<file path="config.mk">
export PLATFORM = sky130hd
export DESIGN_NAME = bba_front
export DESIGN_NICKNAME = d
export VERILOG_FILES = /design/src/rtl/blocking_bound_accumulator_defines.svh /design/src/rtl/bba_pkg.sv /design/src/rtl/bba_front.sv
export SDC_FILE = /design/constraint.sdc
export NUM_CORES = 1
export LEC_CHECK = 0
export ABC_CLOCK_PERIOD_IN_PS = 2900
export CAP_MARGIN = 10
export CORE_AREA = 3 3 156 158
export DETAILED_ROUTE_END_ITERATION = 16
export DIE_AREA = 0 0 159 161
export DONT_BUFFER_PORTS = 1
export GPL_TIMING_DRIVEN = 1
export PLACE_DENSITY = 0.3
export SYNTH_ARGS = -nofsm -noshare
export SYNTH_HDL_FRONTEND = slang
export SYNTH_SLANG_ARGS = --single-unit
export TNS_END_PERCENT = 5
</file>
<file path="constraint.sdc">
create_clock -name vclk -period 2.9
set_input_delay 0.29 -clock vclk [all_inputs]
set_output_delay 0.29 -clock vclk [all_outputs]
set_load 0.1 [all_outputs]
</file>
<file path="src/rtl/blocking_bound_accumulator_defines.svh">
// Assertion macros for the blocking bound accumulator.
// Included by files that carry concurrent assertions; no other dependencies.
`ifndef BLOCKING_BOUND_ACCUMULATOR_DEFINES_SVH
`define BLOCKING_BOUND_ACCUMULATOR_DEFINES_SVH

`ifndef ASSERT_OFF
// same-cycle implication, disabled during reset
`define ASSERT_IMPLY(label, clk, rst_n, ante, cons) \
    label: assert property (@(posedge clk) disable iff (!(rst_n)) (ante) |-> (cons)) \
        else $error("assertion failed: same-cycle implication");
// next-cycle implication, disabled during reset
`define ASSERT_NEXT(label, clk, rst_n, ante, cons) \
    label: assert property (@(posedge clk) disable iff (!(rst_n)) (ante) |=> (cons)) \
        else $error("assertion failed: next-cycle implication");
`else
`define ASSERT_IMPLY(label, clk, rst_n, ante, cons)
`define ASSERT_NEXT(label, clk, rst_n, ante, cons)
`endif

`endif

</file>
<file path="src/rtl/bba_pkg.sv">
// Shared types and constants for the blocking bound accumulator.
// No dependencies.
package bba_pkg;

    // configuration register indexes
    localparam logic [2:0] CFG_INTERVAL      = 3'd0;
    localparam logic [2:0] CFG_MAX_TOTAL     = 3'd1;
    localparam logic [2:0] CFG_MAX_PER_SRC   = 3'd2;
    localparam logic [2:0] CFG_PRIO_FLOOR    = 3'd3;
    localparam logic [2:0] CFG_CLUSTER_EN    = 3'd4;
    localparam logic [2:0] CFG_EXCL_CLUSTER  = 3'd5;

    // divider runs one quotient bit per step over a 33-bit window
    localparam int          DivSteps = 33;
    localparam logic [5:0]  DIV_LAST = 6'(DivSteps - 1);

    localparam logic [31:0] U32_MAX = 32'hFFFF_FFFF;
    localparam logic [63:0] U64_MAX = 64'hFFFF_FFFF_FFFF_FFFF;

    // live configuration
    typedef struct packed {
        logic [31:0] interval;
        logic [31:0] max_total;
        logic [31:0] max_per_src;
        logic [31:0] prio_floor;
        logic        cluster_en;
        logic [7:0]  excl_cluster;
    } t_cfg;

    // classified item passed from front to back
    typedef struct packed {
        logic [32:0] window;
        logic [31:0] period;
        logic [15:0] reqs;
        logic [31:0] len;
        logic        eligible;
        logic        last;
    } t_item;

    // queue status
    typedef struct packed {
        logic full;
        logic empty;
    } t_q_stat;

    // back-end status
    typedef struct packed {
        logic        dividing;
        logic [5:0]  div_cnt;
        logic [31:0] budget;
        logic        res_load;
    } t_back_stat;

endpackage

</file>
<file path="src/rtl/bba_front.sv">
// Front end: accepts input transactions, classifies eligibility, forms the window.
// Depends on bba_pkg.
module bba_front
    import bba_pkg::*;
(
    input  t_cfg        i_cfg,
    input  logic        i_in_valid,
    input  logic [31:0] i_period,
    input  logic [31:0] i_response,
    input  logic [15:0] i_requests_per_job,
    input  logic [31:0] i_request_length,
    input  logic [31:0] i_priority_req,
    input  logic [7:0]  i_cluster,
    input  logic        i_is_excluded_task,
    input  logic        i_last,
    input  t_q_stat     i_q_stat,
    output logic        o_in_stall,
    output logic        o_push,
    output t_item       o_item
);

    logic w_cluster_ok;

    // cluster exclusion only when enabled
    assign w_cluster_ok = !i_cfg.cluster_en || (i_cluster != i_cfg.excl_cluster);

    always_comb begin
        o_item.window   = {1'b0, i_cfg.interval} + {1'b0, i_response};
        o_item.period   = i_period;
        o_item.reqs     = i_requests_per_job;
        o_item.len      = i_request_length;
        o_item.eligible = !i_is_excluded_task && (i_priority_req >= i_cfg.prio_floor)
                          && w_cluster_ok;
        o_item.last     = i_last;
    end

    assign o_in_stall = i_q_stat.full;
    assign o_push     = i_in_valid && !i_q_stat.full;

endmodule

</file>
; ---- Word-level counts from Yosys, hierarchy flattened
; Index checks and enable logic that the tools add are counted.
[op_classes]
n_reduce_logical = 7
magnitude_cmp = 1
eq_ne = 1
n_addsub = 1
[op_table]
columns = op, n
row1 = $add A32 B32 Y33, 1
row2 = $ge A32 B32 Y1, 1
row3 = $ne A8 B8 Y1, 1
row4 = $logic_and A1 B1 Y1, 3
row5 = $logic_not A1 Y1, 3
row6 = $logic_or A1 B1 Y1, 1
[totals]
elab_cells = 10
input_bits = 294
register_bits = 0

; ---- Longest topological paths before layout
[logic_depth]
depth_word = 3
depth_mapped = 9
mapped_depth_nobuf = 9

; ---- Worst setup path before layout
; Ideal clock, no wire load.
[synth_timing]
kind = in2out
startpoint = in i_cfg[105] (netlist bit)
endpoint = out o_item[108] (netlist bit)
path_stages = 9
t_required_ns = 2.610
path_buffers = 0
t_arrival_ns = 3.448
slack_ns = -0.838
path_cell_list = ha_1 fa_1 a21o_1 a221oi_2 nand3b_1 o211ai_1 a21oi_1 o21ai_0 xor2_1
[synth_rtl]
columns = item, line_no
row1 = start: declaration, bba_front.sv:6  ; input t_cfg i_cfg,
row2 = end: declaration, bba_front.sv:19  ; output t_item o_item

==> results.sh <==
export IMPL_status="completed"
export IMPL_antenna_found_initial=1
export IMPL_wl_per_cell_um=14.3
export IMPL_grt_pass1_wl_um=16400
export IMPL_synth_area_leaders="ha_1 25%, buf_4 20%, a21oi_1 6.1%, xnor2_1 5.7%, a21o_1 5.6%"
export IMPL_avgViaCountPerCell=3.92
export IMPL_maxSlewViolCount=0
export IMPL_critPathCaptureType="output pin"
export IMPL_holdCritPathClass="primary input to output pin"
export IMPL_firstDrtPassIters=5
export IMPL_path_class="primary input to output pin"
export IMPL_nets=780
export IMPL_pwr_share_seq_pct=0
export IMPL_cp_data_required_time_ns=2.61
export IMPL_setup_tns_ns=0
export IMPL_drive_gt1_share_pct=28.9
export IMPL_busiest_layer="met2"
export IMPL_synthCells=438
export IMPL_drc_errors=0
export IMPL_dieArea_um2=25600
export IMPL_final_hold_viol_count=0
export IMPL_grt_overflow_total=0
export IMPL_area_growth_pct=24.4
export IMPL_avgSynthCellArea_um2=7.34
export IMPL_drt_total_wl_um=10500
export IMPL_period_share_pct=96.3
export IMPL_peakVddDrop_v=0.000196
export IMPL_place_area_um2=3910
export IMPL_clock_buffers=0
export IMPL_dp_slack_ns=-0.0927
export IMPL_grt_setup_unrepaired="true"
export IMPL_io_pins=411
export IMPL_yosys_area_top_type="ha_1"
export IMPL_synth_cell_type_count=49
export IMPL_slew_headroom_pct=29.7
export IMPL_met2_usage_pct=13.0
export IMPL_final_cell_mix="60 x ha_1, 52 x buf_4, 38 x a21oi_1"
export IMPL_p_sw_share_pct=65.6
export IMPL_switchingPower_w=0.00118
export IMPL_track_usage_pct=7.65
export IMPL_initial_core_util_pct=13.8
export IMPL_critPathCapture="o_item[113]"
export IMPL_synth_top_area_share_pct=24.9
export IMPL_dieHeight_um=161
export IMPL_regArea_um2=0
export IMPL_yosys_warnings=0
export IMPL_p_per_area_nw_per_um2=450
export IMPL_core_region_area_um2=23300
export IMPL_hpwl_um=9710
export IMPL_clkPwrFrac_pct=0
export IMPL_arrival_ns=2.50
export IMPL_setup_viol=0
export IMPL_vias=2891
export IMPL_p_comb_share_pct=100.0
export IMPL_netlist_area_um2=3210
export IMPL_grt_pass1_vias=3128
export IMPL_p_int_w=0.000618
export IMPL_worst_pin_slew_ns=1.05
export IMPL_postRouteAntennaNets=0
export IMPL_ys_seq_area_share_pct=0
export IMPL_drt_iter0_drc=92
export IMPL_max_freq_ghz=0.358
export IMPL_design_area_um2=4000
export IMPL_maxCapViolCount=0
export IMPL_use_met3_pct=2.36
export IMPL_setup_worst_path_start_class="primary input"
export IMPL_grt_max_degree=9
export IMPL_worst_slack_ns=0.107
export IMPL_fp_row_count=56
export IMPL_syn_num_nets=797
export IMPL_p_leak_nw=1.87
export IMPL_met1_usage_pct=9.46
export IMPL_die_w_um=159
export IMPL_place_gp_congestion=0.779
export IMPL_port_buffers=0
export IMPL_diodes=0
export IMPL_final_util_pct=17.2
export IMPL_flops_and_latches=0
export IMPL_crit_fanout=5
export IMPL_cp_startpoint="i_cfg[119]"
export IMPL_fin_crit_ns=2.79
export IMPL_final_common_cell="ha_1"
## critical path, stage by stage
cell      delay [ns]
ha_1            0.38
nand2_1         0.11
or3_4           0.42
a211oi_2        0.24
nor3_2          0.12
o21ba_4         0.26
nor4bb_1        0.12
or3_1           0.36
buf_12          0.19
## logic make-up (layout without fill, tap and decap cells)
logic type,after synthesis,count (layout),synth area share [%]
muxes,1,1,0.312
and+or+nand+nor,89,89,14.9
AOI/OAI and AO/OA,121,121,24.5
buffers and inverters,126,107,24.9
adders and majority gates,65,65,25.5
xor gates and xnor gates,36,36,9.81
## per-layer routing
layer,share of wire (%),vias up
met3,8.7,42
met4,2.4,2
met5,0.11,-
met2,46,137
li1,-,1422
met1,42,1288
## worst min path at each step
stage,from,end,slack [ns],depth (start not counted)
global route,i_request_length[22],o_item[24],0.58,0
floorplan,i_q_stat[1],o_in_stall,0.79,1
finish,i_request_length[9],o_item[11],0.58,0
detailed placement,i_request_length[10],o_item[12],0.58,0
CTS,i_request_length[10],o_item[12],0.58,0
global placement,i_request_length[10],o_item[12],0.58,0
## synthesized netlist by cell type (3+ instances only)
cell and n:
a21o_1 24, a21oi_1 39, a31oi_1 5, and2_1 3, and3_1 5, buf_4 85
clkbuf_1 4, ha_1 64, inv_1 36, nand2_1 23, nand2b_1 4, nand3_1 5
nand3b_1 4, nand4_1 10, nor2_1 12, nor2b_1 4, nor3_1 8, o211ai_1 4
o21a_1 5, o21ai_0 25, o31ai_1 3, xnor2_1 21, xor2_1 15
## repair_timing
item	4_1_cts	5_1_grt
buffers inserted	1	3
pin swaps	6	11
endpoints found under the setup margin	7	11
endpoints found under the hold margin	0	0
hold buffers	0	0
gates resized for setup	7	10
## layout make-up
class / instances / area [um^2]
Multi-Input combinational cell: 312 / 2690
Timing Repair Buffer: 71 / 771
Tap cell: 319 / 399
Inverter: 36 / 135
Fill cell: 2672 / 19300
## power groups by stage
| stage | Sequential (W) | Combinational, W | Clock, W |
|---|---|---|---|
| after floorplan | 0 | 0.00174 | 0 |
| after CTS | 0 | 0.00180 | 0 |
| after global routing | 0 | 0.00190 | 0 |
| after detailed placement | 0 | 0.00178 | 0 |
| final | 0 | 0.00180 | 0 |
| after global placement | 0 | 0.00178 | 0 |
## per-stage QoR
step                      cells  power (W)  hold slack (ns)
after global routing        738    0.00190            0.580
after detailed placement    734    0.00178            0.581
after floorplan             438    0.00174            0.792
final                       738    0.00180            0.580
after global placement      734    0.00178            0.581
after CTS                   735    0.00180            0.581
No activity file was read; power rests on OpenSTA's default activity.
