==> src/rtl/blocking_bound_accumulator_defines.svh <==
// Assertion macros for the blocking bound accumulator.
// Included by files that carry concurrent assertions; no other dependencies.
`ifndef BLOCKING_BOUND_ACCUMULATOR_DEFINES_SVH
`define BLOCKING_BOUND_ACCUMULATOR_DEFINES_SVH

`ifndef ASSERT_OFF
// same-cycle implication, disabled during reset
`define ASSERT_IMPLY(label, clk, rst_n, ante, cons) \
    label: assert property (@(posedge clk) disable iff (!(rst_n)) (ante) |-> (cons)) \
        else $error("assertion failed: same-cycle implication");
// next-cycle implication, disabled during reset
`define ASSERT_NEXT(label, clk, rst_n, ante, cons) \
    label: assert property (@(posedge clk) disable iff (!(rst_n)) (ante) |=> (cons)) \
        else $error("assertion failed: next-cycle implication");
`else
`define ASSERT_IMPLY(label, clk, rst_n, ante, cons)
`define ASSERT_NEXT(label, clk, rst_n, ante, cons)
`endif

`endif

==> src/rtl/bba_pkg.sv <==
// Shared types and constants for the blocking bound accumulator.
// No dependencies.
package bba_pkg;

    // configuration register indexes
    localparam logic [2:0] CFG_INTERVAL      = 3'd0;
    localparam logic [2:0] CFG_MAX_TOTAL     = 3'd1;
    localparam logic [2:0] CFG_MAX_PER_SRC   = 3'd2;
    localparam logic [2:0] CFG_PRIO_FLOOR    = 3'd3;
    localparam logic [2:0] CFG_CLUSTER_EN    = 3'd4;
    localparam logic [2:0] CFG_EXCL_CLUSTER  = 3'd5;

    // divider runs one quotient bit per step over a 33-bit window
    localparam int          DivSteps = 33;
    localparam logic [5:0]  DIV_LAST = 6'(DivSteps - 1);

    localparam logic [31:0] U32_MAX = 32'hFFFF_FFFF;
    localparam logic [63:0] U64_MAX = 64'hFFFF_FFFF_FFFF_FFFF;

    // live configuration
    typedef struct packed {
        logic [31:0] interval;
        logic [31:0] max_total;
        logic [31:0] max_per_src;
        logic [31:0] prio_floor;
        logic        cluster_en;
        logic [7:0]  excl_cluster;
    } t_cfg;

    // classified item passed from front to back
    typedef struct packed {
        logic [32:0] window;
        logic [31:0] period;
        logic [15:0] reqs;
        logic [31:0] len;
        logic        eligible;
        logic        last;
    } t_item;

    // queue status
    typedef struct packed {
        logic full;
        logic empty;
    } t_q_stat;

    // back-end status
    typedef struct packed {
        logic        dividing;
        logic [5:0]  div_cnt;
        logic [31:0] budget;
        logic        res_load;
    } t_back_stat;

endpackage

==> src/rtl/bba_cfg.sv <==
// Configuration register file for the blocking bound accumulator.
// Depends on bba_pkg.
module bba_cfg
    import bba_pkg::*;
(
    input  logic        i_clk,
    input  logic        i_rst_n,
    input  logic        i_cfg_we,
    input  logic [2:0]  i_cfg_idx,
    input  logic [31:0] i_cfg_data,
    output t_cfg        o_cfg,
    output logic        o_budget_reload,
    output logic [31:0] o_budget_value
);

    t_cfg r_cfg;
    t_cfg n_cfg;

    // decode the write; out-of-range indexes are dropped
    always_comb begin
        n_cfg = r_cfg;
        if (i_cfg_we) begin
            unique case (i_cfg_idx)
                CFG_INTERVAL:     n_cfg.interval     = i_cfg_data;
                CFG_MAX_TOTAL:    n_cfg.max_total    = i_cfg_data;
                CFG_MAX_PER_SRC:  n_cfg.max_per_src  = i_cfg_data;
                CFG_PRIO_FLOOR:   n_cfg.prio_floor   = i_cfg_data;
                CFG_CLUSTER_EN:   n_cfg.cluster_en   = i_cfg_data[0];
                CFG_EXCL_CLUSTER: n_cfg.excl_cluster = i_cfg_data[7:0];
                default:          n_cfg = r_cfg;
            endcase
        end
    end

    always_ff @(posedge i_clk) begin
        if (!i_rst_n) begin
            r_cfg.interval     <= '0;
            r_cfg.max_total    <= U32_MAX;
            r_cfg.max_per_src  <= U32_MAX;
            r_cfg.prio_floor   <= '0;
            r_cfg.cluster_en   <= 1'b0;
            r_cfg.excl_cluster <= '0;
        end else begin
            r_cfg <= n_cfg;
        end
    end

    assign o_cfg           = r_cfg;
    // budget follows a write of the total-request limit at once, with the new value
    assign o_budget_reload = i_cfg_we && (i_cfg_idx == CFG_MAX_TOTAL);
    assign o_budget_value  = i_cfg_data;

endmodule

==> config.mk <==
export PLATFORM = sky130hd
export DESIGN_NAME = bba_cfg
export DESIGN_NICKNAME = d
export VERILOG_FILES = /design/src/rtl/blocking_bound_accumulator_defines.svh /design/src/rtl/bba_pkg.sv /design/src/rtl/bba_cfg.sv
export SDC_FILE = /design/constraint.sdc
export NUM_CORES = 1
export LEC_CHECK = 0
export BUFFER_PORTS_ARGS = -buffer_cell sky130_fd_sc_hd__buf_2
export CORE_MARGIN = 4
export CORE_UTILIZATION = 40
export DETAILED_ROUTE_END_ITERATION = 12
export HOLD_SLACK_MARGIN = 0.12
export PLACE_DENSITY_LB_ADDON = 0.1
export SLEW_MARGIN = 20
export SYNTH_ARGS = -nofsm -noshare
export SYNTH_HDL_FRONTEND = slang
export SYNTH_SLANG_ARGS = --single-unit
==> constraint.sdc <==
create_clock -name i_clk -period 2.5 [get_ports i_clk]
set_clock_uncertainty 0.05 [all_clocks]
set_input_delay 0.125 -clock i_clk [delete_from_list [all_inputs] [get_ports i_clk]]
set_output_delay 0.125 -clock i_clk [all_outputs]
set_load 0.01 [all_outputs]
* Word level (Yosys, flattened, before mapping)
Index checks and enable logic that the tools add are counted.
Cells by class: $add $sub $neg 0, multipliers 0, div/mod/pow operators 0, order comparisons 0, equal/unequal tests 5, shift-type cells 0, multiplexer cells 0, bitwise operators 0, reductions and logical operators 8
Operators by type and width (number):
- AND reduction 2 bit | 6
- equality test 3 x 2 -> 1 bit (second input constant) | 2
- equality test 3 bit (second input constant) | 2
- equality test 3 x 1 -> 1 bit (second input constant) | 1
- logical NOT 3 bit | 1
- logical AND 1 bit | 1
Word-level totals: register bits after elaboration 137, latch bits 0, memory bits (writable) 0, ROM bits 0, input port bits 38, output and inout bits 170, memories kept 0

* Longest topological paths before layout
depth after elaboration 2, depth in mapped cells 4, mapped depth without buffers 2

* Least setup slack after synthesis
No wires, ideal clock.
kind input port to flip-flop, start point in i_cfg_idx[1], end point reg r_cfg (netlist bit o_cfg[105]), setup time 0.072 ns, arrival 0.942 ns, slack 1.437 ns, stages 3, cells stage by stage nor4b_4 buf_6 mux2i_1
On the way: word-level cells in the longest chain between the ends 2
RTL lines:
- start: declaration | RTL line bba_cfg.sv:9 | input logic [2:0] i_cfg_idx,
- logical NOT 3 bit | RTL line bba_cfg.sv:23 | unique case (i_cfg_idx)
- AND reduction 2 bit (no line)
- end signal: assignment | RTL line bba_cfg.sv:44 | r_cfg <= n_cfg;
- end: declaration | RTL line bba_cfg.sv:16 | t_cfg r_cfg;
No other way between the ends. A chain may end at the register's enable or synchronous reset.

* Final worst setup path
start point in i_cfg_idx[1], end point out o_budget_reload
On the way: word-level cells in the longest chain between the ends 2
RTL lines:
- equality test 3 x 1 -> 1 bit | RTL line bba_cfg.sv:50 | assign o_budget_reload = i_cfg_we && (i_cfg_idx == CFG_MAX_TOTAL);
- logical AND 1 bit | RTL line bba_cfg.sv:50
- end: declaration | RTL line bba_cfg.sv:12 | output logic o_budget_reload,
No other way between the ends.

==> metrics.txt <==
worst vdd rail ir drop=0.4285 mV; Die Width=126.8 µm; Root Driver=clkbuf_16; Yosys cell types=14; Top cell by count, worst path=buf_2; worst setup path end=o_budget_reload; Ant. Diodes=0; final worst slack=roughly 650 ps; dpl ws=790.3 ps; Ys Warns=0; Layout area overhead=32.96%; cts repair resizes=0; met3 GRT Util=0.05642; # setup viols final=0; share of cells above drive strength 1=0.3211; Flop pwr share=0.432; GP Congestion=approximately 0.74; worst path required time=2330 ps; sw frac=0.2197; Final #Nets=788; slowest stage delay, CP=530 ps; R2R Path Start=o_cfg[69]$_SDFFE_PN1P_; first-pass GRT wire length=22.80 mm; initial drt markers=173; Pint=just over 4 mW; GRT Total Usage=0.1780; total grt overflow=0; post-synthesis sequential area ratio=0.4861; H-tree levels=4; mapped cell area=0.005642 mm²; Initial Utilization=0.4080; fill count=between 1000 and 1500; first-pass iteration count of the detailed router=4; Num CTS Buffers=17; met1 GRT Util=0.2299; GR peak layer=met2; Logic pwr share=0.082; die height=126.8 µm; Num Clock Sinks=137; Worst slew margin=0.4202; max FFs per register=roughly 140; Levels on crit path=5; Pleak=3.533 nW; status=complete, no violations; min Tclk post-route=around 1800 ps; Slew Viols, Final=0; antenna violations before repair=0; reg2reg end=o_cfg[69]$_SDFFE_PN1P_; worst path bufs/invs=4; Clk pin slew, worst setup/hold paths=50 ps; total power=about 5.2 mW; largest net degree at the start of global routing=86; MaxCap Viol Count=0; DRC Markers=0; Max Buffers Root-to-Sink=2; slowest stage cell, crit path=dlygate4sd3_1; Post-DRT Antenna Nets=0; CTS tree=built; TNS Setup=0 ps; Worst Hold Class=in -> reg; met2 Use GR=0.2749; CP startpoint kind=primary input; Fin Hold WS=142.2 ps; Peak Freq=540.8 MHz; clk_lat worst skew=between 400 and 500 ps; crit path DAT=1670 ps; Area after DPL=0.006541 mm²; Die Area=0.01607 mm²; routed vias/inst=4.624; I/O Pins=208; core area=0.01383 mm²; syn avg cell area=10.26 µm²; worst r2r path cells=2; Psw=1.147 mW; Final period util=0.7396; pwr dens=between 600 and 700 mW/mm²; Setup CP Type=in -> out; peak fanout along the critical path=19; vias in the first global route=4412; Final Hold Fails=0; Detailed Route WL=around 14 mm; Setup crit start=i_cfg_idx[1]; Worst R2R Setup Slack=1800 ps; DP HPWL=9.780 mm; worst path cell trace=dlygate4sd3_1 -> buf_2 -> and4bb_2 -> buf_4 -> buf_2; Slew @ Worst Pin=867.7 ps; cell family with the largest share of critical-path delay=buffers and inverters; synthesized net count=588; Buffers on Ports=207; cell area after layout=0.007501 mm²; WL/cell=15.13 µm; crit path capture type=output port; num rows=43; Synth Instances=between 500 and 600; RSZ-0062 raised after global routing=false; Yosys reg bits=approximately 140; power share of the clock group=0.485; Vias=4360
-- layout make-up --
type | count | area, µm² | area share
flip-flops and latches | 137 | 2743 | 0.3656
multi-input cells | 344 | 2457 | 0.3276
repair buffers | 250 | 1476 | 0.1968
clock buffers | 24 | 481.7 | 0.06422
well taps | 180 | 225.2 | 0.03003
clock inverters | 8 | 117.6 | 0.01568
-- synth_stat cells --
master | number | area, µm²
and4bb_2 | 1 | 12.51
buf_1 | 1 | 3.750
buf_2 | 3 | 15.01
buf_4 | 38 | 285.3
buf_6 | 7 | 78.83
clkbuf_1 | 20 | 75.07
dfxtp_1 | 137 | 2743
mux2i_1 | 137 | 1371
nand2_1 | 105 | 394.1
nand4b_1 | 2 | 17.52
nand4bb_1 | 1 | 11.26
nor2b_1 | 96 | 600.6
nor4b_4 | 1 | 23.77
nor4bb_1 | 1 | 10.01
-- worst min-delay path, delay by kind of cell --
kind,cells,cell delay (ps)
muxes,1,120
and+or+nand+nor,1,170
buffers and inverters,1,140
-- worst min-delay path by stage --
stage / from / to / cells past startpoint
2_1_floorplan: i_cfg_data[8] / o_cfg[17]$_SDFFE_PN0P_ / 2
3_3_place_gp: i_cfg_data[4] / o_cfg[45]$_SDFFE_PN1P_ / 3
3_5_place_dp: i_cfg_data[16] / o_cfg[57]$_SDFFE_PN1P_ / 3
4_1_cts: i_cfg_we / o_cfg[8]$_SDFFE_PN0P_ / 3
5_1_grt: i_cfg_we / o_cfg[8]$_SDFFE_PN0P_ / 3
6_report: i_cfg_we / o_cfg[8]$_SDFFE_PN0P_ / 3
-- stage by stage --
step | std cells | utilization
5_1_grt | 943 | 0.5425
3_3_place_gp | 875 | 0.4731
2_1_floorplan | 550 | -
6_report | 943 | 0.5425
4_1_cts | 943 | 0.5425
3_5_place_dp | 875 | 0.4731
-- power groups by stage --
stage,Sequential [mW],Clock [mW],Combinational (mW)
after floorplan,2.33,0,0.234
after global placement,2.30,0,0.383
final,2.26,2.53,0.429
after CTS,2.26,2.59,0.433
after global routing,2.26,2.68,0.469
after detailed placement,2.31,0,0.389
-- cell families (layout without fill, tap and decap cells) --
| family | after synthesis | count (layout) | synth area share |
|---|---|---|---|
| flops | 137 | 137 | 0.4861 |
| mux | 137 | 137 | 0.2431 |
| buf+inv | 69 | 282 | 0.08117 |
| simple gates | 207 | 207 | 0.1896 |
-- layout by cell type, fill, tap and decap left out, drive strengths merged --
master / instances
mux2i: 137
nor4b: 1
nor4bb: 1
clkbuf: 24
clkinv: 4
dlygate4sd3: 36
nand4bb: 1
nand4b: 2
dfxtp: 137
bufinv: 3
nor2b: 96
nand2: 105
clkinvlp: 1
and4bb: 1
buf: 214
-- routing by layer --
metal  routed length (µm)  vias up
li1                     -     2167
met5                    0        -
met1                 6448     2018
met4                  374        0
met2                 6455      147
met3                  985       28
-- what timing repair did --
action	CTS	global route
hold endpoints to repair	137	0
buffers inserted	0	0
hold buffers	36	0
(Power assumes the default switching activity.)
