File: src/rtl/blocking_bound_accumulator_defines.svh
// Assertion macros for the blocking bound accumulator.
// Included by files that carry concurrent assertions; no other dependencies.
`ifndef BLOCKING_BOUND_ACCUMULATOR_DEFINES_SVH
`define BLOCKING_BOUND_ACCUMULATOR_DEFINES_SVH

`ifndef ASSERT_OFF
// same-cycle implication, disabled during reset
`define ASSERT_IMPLY(label, clk, rst_n, ante, cons) \
    label: assert property (@(posedge clk) disable iff (!(rst_n)) (ante) |-> (cons)) \
        else $error("assertion failed: same-cycle implication");
// next-cycle implication, disabled during reset
`define ASSERT_NEXT(label, clk, rst_n, ante, cons) \
    label: assert property (@(posedge clk) disable iff (!(rst_n)) (ante) |=> (cons)) \
        else $error("assertion failed: next-cycle implication");
`else
`define ASSERT_IMPLY(label, clk, rst_n, ante, cons)
`define ASSERT_NEXT(label, clk, rst_n, ante, cons)
`endif

`endif

File: src/rtl/bba_pkg.sv
// Shared types and constants for the blocking bound accumulator.
// No dependencies.
package bba_pkg;

    // configuration register indexes
    localparam logic [2:0] CFG_INTERVAL      = 3'd0;
    localparam logic [2:0] CFG_MAX_TOTAL     = 3'd1;
    localparam logic [2:0] CFG_MAX_PER_SRC   = 3'd2;
    localparam logic [2:0] CFG_PRIO_FLOOR    = 3'd3;
    localparam logic [2:0] CFG_CLUSTER_EN    = 3'd4;
    localparam logic [2:0] CFG_EXCL_CLUSTER  = 3'd5;

    // divider runs one quotient bit per step over a 33-bit window
    localparam int          DivSteps = 33;
    localparam logic [5:0]  DIV_LAST = 6'(DivSteps - 1);

    localparam logic [31:0] U32_MAX = 32'hFFFF_FFFF;
    localparam logic [63:0] U64_MAX = 64'hFFFF_FFFF_FFFF_FFFF;

    // live configuration
    typedef struct packed {
        logic [31:0] interval;
        logic [31:0] max_total;
        logic [31:0] max_per_src;
        logic [31:0] prio_floor;
        logic        cluster_en;
        logic [7:0]  excl_cluster;
    } t_cfg;

    // classified item passed from front to back
    typedef struct packed {
        logic [32:0] window;
        logic [31:0] period;
        logic [15:0] reqs;
        logic [31:0] len;
        logic        eligible;
        logic        last;
    } t_item;

    // queue status
    typedef struct packed {
        logic full;
        logic empty;
    } t_q_stat;

    // back-end status
    typedef struct packed {
        logic        dividing;
        logic [5:0]  div_cnt;
        logic [31:0] budget;
        logic        res_load;
    } t_back_stat;

endpackage

File: src/rtl/bba_back.sv
// Back end: serial ceiling divide, request clamp, length product, saturating totals.
// Depends on bba_pkg.
module bba_back
    import bba_pkg::*;
(
    input  logic        i_clk,
    input  logic        i_rst_n,
    input  t_cfg        i_cfg,
    input  logic        i_budget_reload,
    input  logic [31:0] i_budget_value,
    input  t_q_stat     i_q_stat,
    input  t_item       i_item,
    output logic        o_pop,
    input  logic        i_out_stall,
    output logic        o_out_valid,
    output logic [63:0] o_blocking_length,
    output logic [31:0] o_request_count,
    output t_back_stat  o_stat
);

    typedef enum logic [4:0] {
        S_IDLE = 5'b00001,
        S_DIV  = 5'b00010,
        S_MUL  = 5'b00100,
        S_PROD = 5'b01000,
        S_ACC  = 5'b10000
    } t_state;

    t_state      r_state, n_state;
    t_item       r_item;
    logic [32:0] r_quo;
    logic [32:0] r_rem;
    logic [5:0]  r_cnt;
    logic [31:0] r_num;
    logic [63:0] r_add;
    logic [31:0] r_budget;
    logic [63:0] r_len_sum;
    logic [31:0] r_cnt_sum;
    logic        r_out_valid;
    logic [63:0] r_out_len;
    logic [31:0] r_out_cnt;

    logic        w_start;
    logic        w_out_free;
    logic        w_acc_go;
    logic        w_res_load;
    logic [32:0] w_rem_sh;
    logic        w_ge;
    logic [32:0] w_jobs;
    logic [48:0] w_prod;
    logic [31:0] w_num_sat;
    logic [31:0] w_num_cap;
    logic [31:0] w_num;
    logic [64:0] w_len_next;
    logic [32:0] w_cnt_next;
    logic [63:0] w_len_sat;
    logic [31:0] w_cnt_sat;

    // item needs the full computation
    assign w_start    = i_item.eligible && (r_budget != '0);
    assign w_out_free = !r_out_valid || !i_out_stall;
    assign w_acc_go   = !r_item.last || w_out_free;
    assign w_res_load = (r_state == S_ACC) && r_item.last && w_out_free;
    assign o_pop      = (r_state == S_IDLE) && !i_q_stat.empty;

    // restoring divide step
    assign w_rem_sh = {r_rem[31:0], r_quo[32]};
    assign w_ge     = w_rem_sh >= {1'b0, r_item.period};

    // ceiling, product with reqs, clamp to cap and budget
    assign w_jobs    = r_quo + {32'd0, (r_rem != '0)};
    assign w_prod    = w_jobs * {33'd0, r_item.reqs};
    assign w_num_sat = (w_prod[48:32] != '0) ? U32_MAX : w_prod[31:0];
    assign w_num_cap = (w_num_sat < i_cfg.max_per_src) ? w_num_sat : i_cfg.max_per_src;
    assign w_num     = (w_num_cap < r_budget) ? w_num_cap : r_budget;

    // saturating totals
    assign w_len_next = {1'b0, r_len_sum} + {1'b0, r_add};
    assign w_cnt_next = {1'b0, r_cnt_sum} + {1'b0, r_num};
    assign w_len_sat  = w_len_next[64] ? U64_MAX : w_len_next[63:0];
    assign w_cnt_sat  = w_cnt_next[32] ? U32_MAX : w_cnt_next[31:0];

    // sequencer
    always_comb begin
        n_state = r_state;
        unique case (r_state)
            S_IDLE: begin
                if (!i_q_stat.empty) begin
                    if (!w_start)                  n_state = S_PROD;
                    else if (i_item.period == '0)  n_state = S_MUL;
                    else                           n_state = S_DIV;
                end
            end
            S_DIV:  if (r_cnt == DIV_LAST) n_state = S_MUL;
            S_MUL:  n_state = S_PROD;
            S_PROD: n_state = S_ACC;
            S_ACC:  if (w_acc_go) n_state = S_IDLE;
            default: n_state = S_IDLE;
        endcase
    end

    always_ff @(posedge i_clk) begin
        if (!i_rst_n) begin
            r_state <= S_IDLE;
        end else begin
            r_state <= n_state;
        end
    end

    // datapath
    always_ff @(posedge i_clk) begin
        unique case (r_state)
            S_IDLE: begin
                r_item <= i_item;
                r_rem  <= '0;
                r_cnt  <= '0;
                r_num  <= '0;
                // zero period takes the largest job count
                r_quo  <= (i_item.period == '0) ? '1 : i_item.window;
            end
            S_DIV: begin
                r_rem <= w_ge ? (w_rem_sh - {1'b0, r_item.period}) : w_rem_sh;
                r_quo <= {r_quo[31:0], w_ge};
                r_cnt <= r_cnt + 6'd1;
            end
            S_MUL:  r_num <= w_num;
            S_PROD: r_add <= {32'd0, r_num} * {32'd0, r_item.len};
            S_ACC:  r_add <= r_add;
            default: r_add <= r_add;
        endcase
    end

    // totals, budget and result register
    always_ff @(posedge i_clk) begin
        if (!i_rst_n) begin
            r_budget    <= U32_MAX;
            r_len_sum   <= '0;
            r_cnt_sum   <= '0;
            r_out_valid <= 1'b0;
        end else begin
            // result handshake
            if (w_res_load)                       r_out_valid <= 1'b1;
            else if (r_out_valid && !i_out_stall) r_out_valid <= 1'b0;
            if (i_budget_reload) begin
                r_budget <= i_budget_value;
            end else if ((r_state == S_ACC) && w_acc_go) begin
                if (r_item.last) begin
                    r_len_sum   <= '0;
                    r_cnt_sum   <= '0;
                    r_budget    <= i_cfg.max_total;
                end else begin
                    r_len_sum   <= w_len_sat;
                    r_cnt_sum   <= w_cnt_sat;
                    r_budget    <= r_budget - r_num;
                end
            end
        end
    end

    always_ff @(posedge i_clk) begin
        if (w_res_load) begin
            r_out_len <= w_len_sat;
            r_out_cnt <= w_cnt_sat;
        end
    end

    assign o_out_valid       = r_out_valid;
    assign o_blocking_length = r_out_len;
    assign o_request_count   = r_out_cnt;

    assign o_stat.dividing = (r_state == S_DIV);
    assign o_stat.div_cnt  = r_cnt;
    assign o_stat.budget   = r_budget;
    assign o_stat.res_load = w_res_load;

endmodule

File: config.mk
export PLATFORM = sky130hd
export DESIGN_NAME = bba_back
export DESIGN_NICKNAME = d
export VERILOG_FILES = /design/src/rtl/blocking_bound_accumulator_defines.svh /design/src/rtl/bba_pkg.sv /design/src/rtl/bba_back.sv
export SDC_FILE = /design/constraint.sdc
export NUM_CORES = 2
export LEC_CHECK = 0
export ABC_AREA = 1
export BUFFER_PORTS_ARGS = -buffer_cell sky130_fd_sc_hd__buf_2
export CORE_MARGIN = 2
export CORE_UTILIZATION = 35
export CTS_CLUSTER_SIZE = 12
export DETAILED_ROUTE_END_ITERATION = 10
export GPL_TIMING_DRIVEN = 0
export PLACE_DENSITY = 0.6
export SLEW_MARGIN = 0
export SYNTH_ARGS = -nofsm -noshare
export SYNTH_HDL_FRONTEND = slang
export SYNTH_SLANG_ARGS = --single-unit
File: constraint.sdc
create_clock -name i_clk -period 27.3 [get_ports i_clk]
set_clock_uncertainty 0.2 [all_clocks]
set_input_delay 4.095 -clock i_clk [delete_from_list [all_inputs] [get_ports i_clk]]
set_output_delay 4.095 -clock i_clk [all_outputs]
set_load 0.1 [all_outputs]
# Word-level counts from Yosys, hierarchy flattened
# Cells that the tools add are included.
# Widths: inputs -> output; s select.
[word_totals] register_bits=479 inputBits=290 output_inout_bits=138 elab_cells=83
[classes] n_addsub=6 multipliers=2 n_lt_le_gt_ge=3 eq_ne=9 n_mux=24 bitwise_logic=1 n_reduce_logical=22
[ops] cell="$mux 32" count=8
[ops] cell="$pmux 33 s2" count=2
[ops] cell="$mux 64" count=2
[ops] cell="$mux 33" count=2
[ops] cell="$add 64x64->65" count=1
[ops] cell="$lt 32x32->1" count=2
[ops] cell="$mul 32x32->64" count=1
[ops] cell="$pmux 32 s2" count=1
[ops] cell="$mul 33x16->49" count=1
[ops] cell="$add 32x32->33" count=1
[ops] cell="$add 33x1->33" count=1
[ops] cell="$ge 33x32->1" count=1
[ops] cell="$reduce_bool 33->1" count=1
[ops] cell="$sub 33x32->33" count=1
[ops] cell="$logic_not 32->1" count=1
[ops] cell="$reduce_bool 32->1" count=1
[ops] cell="$sub 32x32->32" count=1
[ops] cell="$pmux 5 s5" count=1
[ops] cell="$reduce_bool 17->1" count=1
[ops] cell="$mux 5" count=3
[ops] cell="$pmux 6 s2" count=1
[ops] cell="$reduce_bool 2->1" count=4
[ops] cell="$add 6x1->6 const B" count=1
[ops] cell="$eq 6x6->1 const B" count=1
[ops] cell="other kinds (16)" count=27

# Logic depth before layout (Yosys ltp)
[depth] word_depth=10 mapped_depth=78 depth_no_buf=74

# Worst setup path before layout
# No wires, ideal clock.
[synth_path] path_kind="in2out" start="input port i_out_stall" end="output port o_stat[0] in the netlist's numbering" arrival_time_ns=9.035 required_time_ns=23.005 slack_ns=13.970 path_stages=4 path_cell_list="nand2_1 > inv_1 > nor2_1 > buf_4"
[synth_between] elab_chain_len=3
[synth_lines] element="start: declaration" line_no="bba_back.sv:14" rtl="input logic i_out_stall,"
[synth_lines] element="$logic_not 1->1" line_no="bba_back.sv:61" rtl="assign w_out_free = !r_out_valid || !i_out_stall;"
[synth_lines] element="$logic_or 1x1->1" line_no="bba_back.sv:61"
[synth_lines] element="$logic_and 1x1->1" line_no="bba_back.sv:63" rtl="assign w_res_load = (r_state == S_ACC) && r_item.last && w_out_free;"
[synth_lines] element="end: declaration" line_no="bba_back.sv:18" rtl="output t_back_stat o_stat"
# No other way between the ends.

# Worst setup path in the final report
[layout_path] start="register r_rem[27]" end="register r_num[6], data pin"
[layout_between] elab_chain_len=10
[layout_lines] element="start: declaration" line_no="bba_back.sv:32" rtl="logic [32:0] r_rem;"
[layout_lines] element="start signal: assignment" line_no="bba_back.sv:122" rtl="r_rem <= w_ge ? (w_rem_sh - {1'b0, r_item.period}) : w_rem_sh;"
[layout_lines] element="$reduce_bool 33->1 (*)" line_no="bba_back.sv:71" rtl="assign w_jobs = r_quo + {32'd0, (r_rem != '0)};"
[layout_lines] element="$add 33x1->33 (*)" line_no="bba_back.sv:71"
[layout_lines] element="$mul 33x16->49 (*)" line_no="bba_back.sv:72" rtl="assign w_prod = w_jobs * {33'd0, r_item.reqs};"
[layout_lines] element="$reduce_bool 17->1" line_no="bba_back.sv:73" rtl="assign w_num_sat = (w_prod[48:32] != '0) ? U32_MAX : w_prod[31:0];"
[layout_lines] element="$mux 32 (*)" line_no="bba_back.sv:73"
[layout_lines] element="$lt 32x32->1" line_no="bba_back.sv:74" rtl="assign w_num_cap = (w_num_sat < i_cfg.max_per_src) ? w_num_sat : i_cfg.max_per_src;"
[layout_lines] element="$mux 32 (*)" line_no="bba_back.sv:74"
[layout_lines] element="$lt 32x32->1" line_no="bba_back.sv:75" rtl="assign w_num = (w_num_cap < r_budget) ? w_num_cap : r_budget;"
[layout_lines] element="$mux 32 (*)" line_no="bba_back.sv:75"
[layout_lines] element="$pmux 32 s2 (*)" line_no="bba_back.sv:112" rtl="unique case (r_state)"
[layout_lines] element="end signal: assignment" line_no="bba_back.sv:126" rtl="S_MUL: r_num <= w_num;"
[layout_lines] element="end: declaration" line_no="bba_back.sv:34" rtl="logic [31:0] r_num;"
# Mark *: on every way between the ends. The rest lies on a longest branch, timed or not.
# A chain may end at the register's enable or synchronous reset.

==> summary.txt <==
Outcome
  – Status: finished, violations left
  – Violated checks: capacitance limit, slew limit

Detailed routing
  – Number of iterations in the first detailed-routing pass: 6
  – Drt wl/cell: around 23 um
  – DRT met1 WL: 122.2 mm
  – # DRC: 0
  – Max Used Layer: met5
  – Routed Antenna Nets: 0
  – Routed wl met2: approximately 140 mm
  – Drt via density: roughly 5
  – Routed via count: between 60k and 70k
  – 1st-iter DRT viols: approximately 6k
  – Met3 Wirelength: ~25 mm
  – Final WL: around 300 mm

Clock network
  – Worst-path clk slew: roughly 60 ps
  – CTS Hold Buffers Added: 0
  – TritonCTS Buffers: 66
  – CTS sink count: ~480
  – CTS tree: done
  – Worst-Skew Late Latency: about 700 ps
  – CTS root buf: clkbuf_16
  – Clock Path Buffers: 3
  – # H-tree levels: 3
  – Postcts setup bufs: 0
  – Quantity of gates resized following cts: 0

Min path
  – HP Start: r_len_sum[57]
  – Worst Hold End: r_len_sum[57]
  – Worst hold path cell count: 2
  – Worst hold path class: flop to flop

Layout
  – Share of post-route cells with drive strength above 1: around 5.7%
  – Final core occ: 38.87%
  – Nets: ~12k
  – Area grow syn2layout: 10.31%

Logic synthesis
  – Post-Syn Instances: 9,737
  – Synth Register Bits: between 400 and 500
  – Yosys top cell by area: fa_1
  – Post-synth EDFFs: ~350
  – Post-synth net total: around 12k
  – Count leader, synth: nand2_1
  – Top post-synthesis cells by area: fa_1 34%, edfxtp_1 13%, nand2_1 12%
  – Top cells by count, synth: 2,464 x nand2_1, 2,336 x inv_1, 1,332 x fa_1, 610 x ha_1, 609 x nor2_1
  – Top-area cell type share of the netlist area: about a third
  – Synth cell types: 58
  – Ys Warns: 0
  – Syn Area/Cell: roughly 8 um2
  – Ys flop type: edfxtp_1
  – Async S/R FF share, synth: 0%
  – Cell area after synthesis: 78,340 um2
  – Register area share after synthesis: about 17%

STA
  – Slew headroom: -5.346%
  – Slew Limit Fails: 44
  – Setup TNS: 0 ps
  – Tcrit/Tclk final: around 59%
  – RSZ-0062 raised after global routing: false
  – Minimum clock period: 16,120 ps
  – Least-Margin Pin Slew: between 1500 and 2000 ps
  – Final setup vio count: 0
  – Peak Freq: 62.05 MHz
  – Fin. Hold Viols: 0

Placed design
  – Port Buffers: around 350
  – Placer Congestion: just over 1
  – DPL Wire Length: approximately 260 mm

Worst setup path
  – Worst Path Max Fanout: 10
  – Reg2reg path depth: 65
  – CP Capture Type: flop
  – Worst R2R Start: r_rem[27]
  – Req. time, crit path: approximately 28,000 ps
  – Slowest-stage cell, CP: nor4_1
  – Crit-path most repeated cell: nand2_1
  – Crit Path Class: flop to flop
  – Crit path DAT: ~16,000 ps
  – CP Launch Type: flop
  – Reg2Reg Setup Slack: around 11,000 ps
  – RR Endpoint: r_num[6]
  – Critical Path Max Stage Delay: between 1000 and 1500 ps

Run
  – Max cap viols: 5

Die
  – Ports: around 430
  – Row cnt: about 170
  – Initial Util: between 30% and 40%
  – Die area: around 230,000 um2
  – Die H: approximately 480 um
  – Core area: between 200,000 and 250,000 um2
  – Die Span X: around 480 um

Global route
  – GRT overflow: 0
  – Pin count of the biggest net entering global routing: 55
  – Vias in the first global route: 69.50k
  – First-pass GRT wire length: ~450 mm
  – Initial antenna violation count: 26
  – Tot GR Track Use: between 20% and 30%
-- how the worst max path moves through the flow --
stage / startpoint / to / slack (ps) / cells after the start
final: r_rem[27] / r_num[6] / 11180 / 65
after global placement: i_out_stall / o_stat[0] / 10390 / 6
after detailed placement: r_rem[27] / r_num[24] / 11500 / 65
after CTS: r_rem[27] / r_num[1] / 11440 / 65
after floorplan: i_out_stall / o_stat[0] / 13970 / 4
after global routing: r_rem[27] / r_num[7] / 10270 / 65
-- state kept, by name, summed over array words and instances (netlist names), 33 cells and up --
| name | flops |
|---|---|
| o_blocking_length | 64 |
| r_rem | 33 |
| r_item | 81 |
| r_add | 64 |
| r_quo | 33 |
| r_len_sum | 64 |
-- per-layer routing --
layer	up-vias	global-route usage, %
met3	669	5.154
met1	33290	34.12
met4	10	14.46
met2	2805	42.09
li1	29980	-
met5	-	0
-- stage by stage --
step / cell area [um2] / hold WS, ps / std cells / worst slack, ps
floorplan: 78340 / 249.1 / 9737 / 13970
global placement: 83820 / 256.0 / 13070 / 10390
detailed placement: 84030 / 260.4 / 13080 / 11500
CTS: 86390 / 269.4 / 13200 / 11440
global route: 86390 / 278.5 / 13200 / 10270
finish: 86410 / 267.8 / 13210 / 11180
-- area by class of cell --
cell class,instances,area [um2]
repair buffers,364,1946
multi-input cells,6491,54860
diodes,9,22.52
plain buffers,384,1509
clock inverters,41,636.9
fillers,23040,135900
flip-flops and latches,479,13040
well taps,2975,3722
inverters,2383,8950
clock buffers,80,1724
-- placed cells by master (no fill, tap or decap), types with 47 or more instances in the layout --
cell / instances
clkbuf_16: 66
a21oi_1: 447
o21ai_0: 194
buf_2: 364
fa_1: 1332
dfxtp_1: 134
clkbuf_1: 370
xor2_1: 113
xnor2_1: 101
nand2_1: 2463
nor2_1: 608
edfxtp_1: 345
nand3_1: 148
nand4_1: 47
ha_1: 610
nor3_1: 50
inv_1: 2335
-- cell families after synthesis --
kind of cell             Yosys count  synth area share (%)
AND/OR/NAND/NOR                 3435                 17.34
buffers and inverters           2767                 13.35
adder cells (fa/ha/maj)         1942                 43.78
AO/OA/AOI/OAI                    900                 6.491
flip-flops                       479                 16.65
XOR/XNOR                         214                 2.393
-- worst max-delay path: cells and delay by family, from the launching register on --
| kind | cells | cell delay [ps] |
|---|---|---|
| compound gates | 7 | 2130 |
| buf+inv | 16 | 2440 |
| simple gates | 31 | 5410 |
| fa+ha+maj | 10 | 4530 |
| xor+xnor | 1 | 760 |
| flops | 1 | 360 |
Power is not shown: default switching activity piles up to over one toggle a cycle in this logic, so the estimate is an artifact.
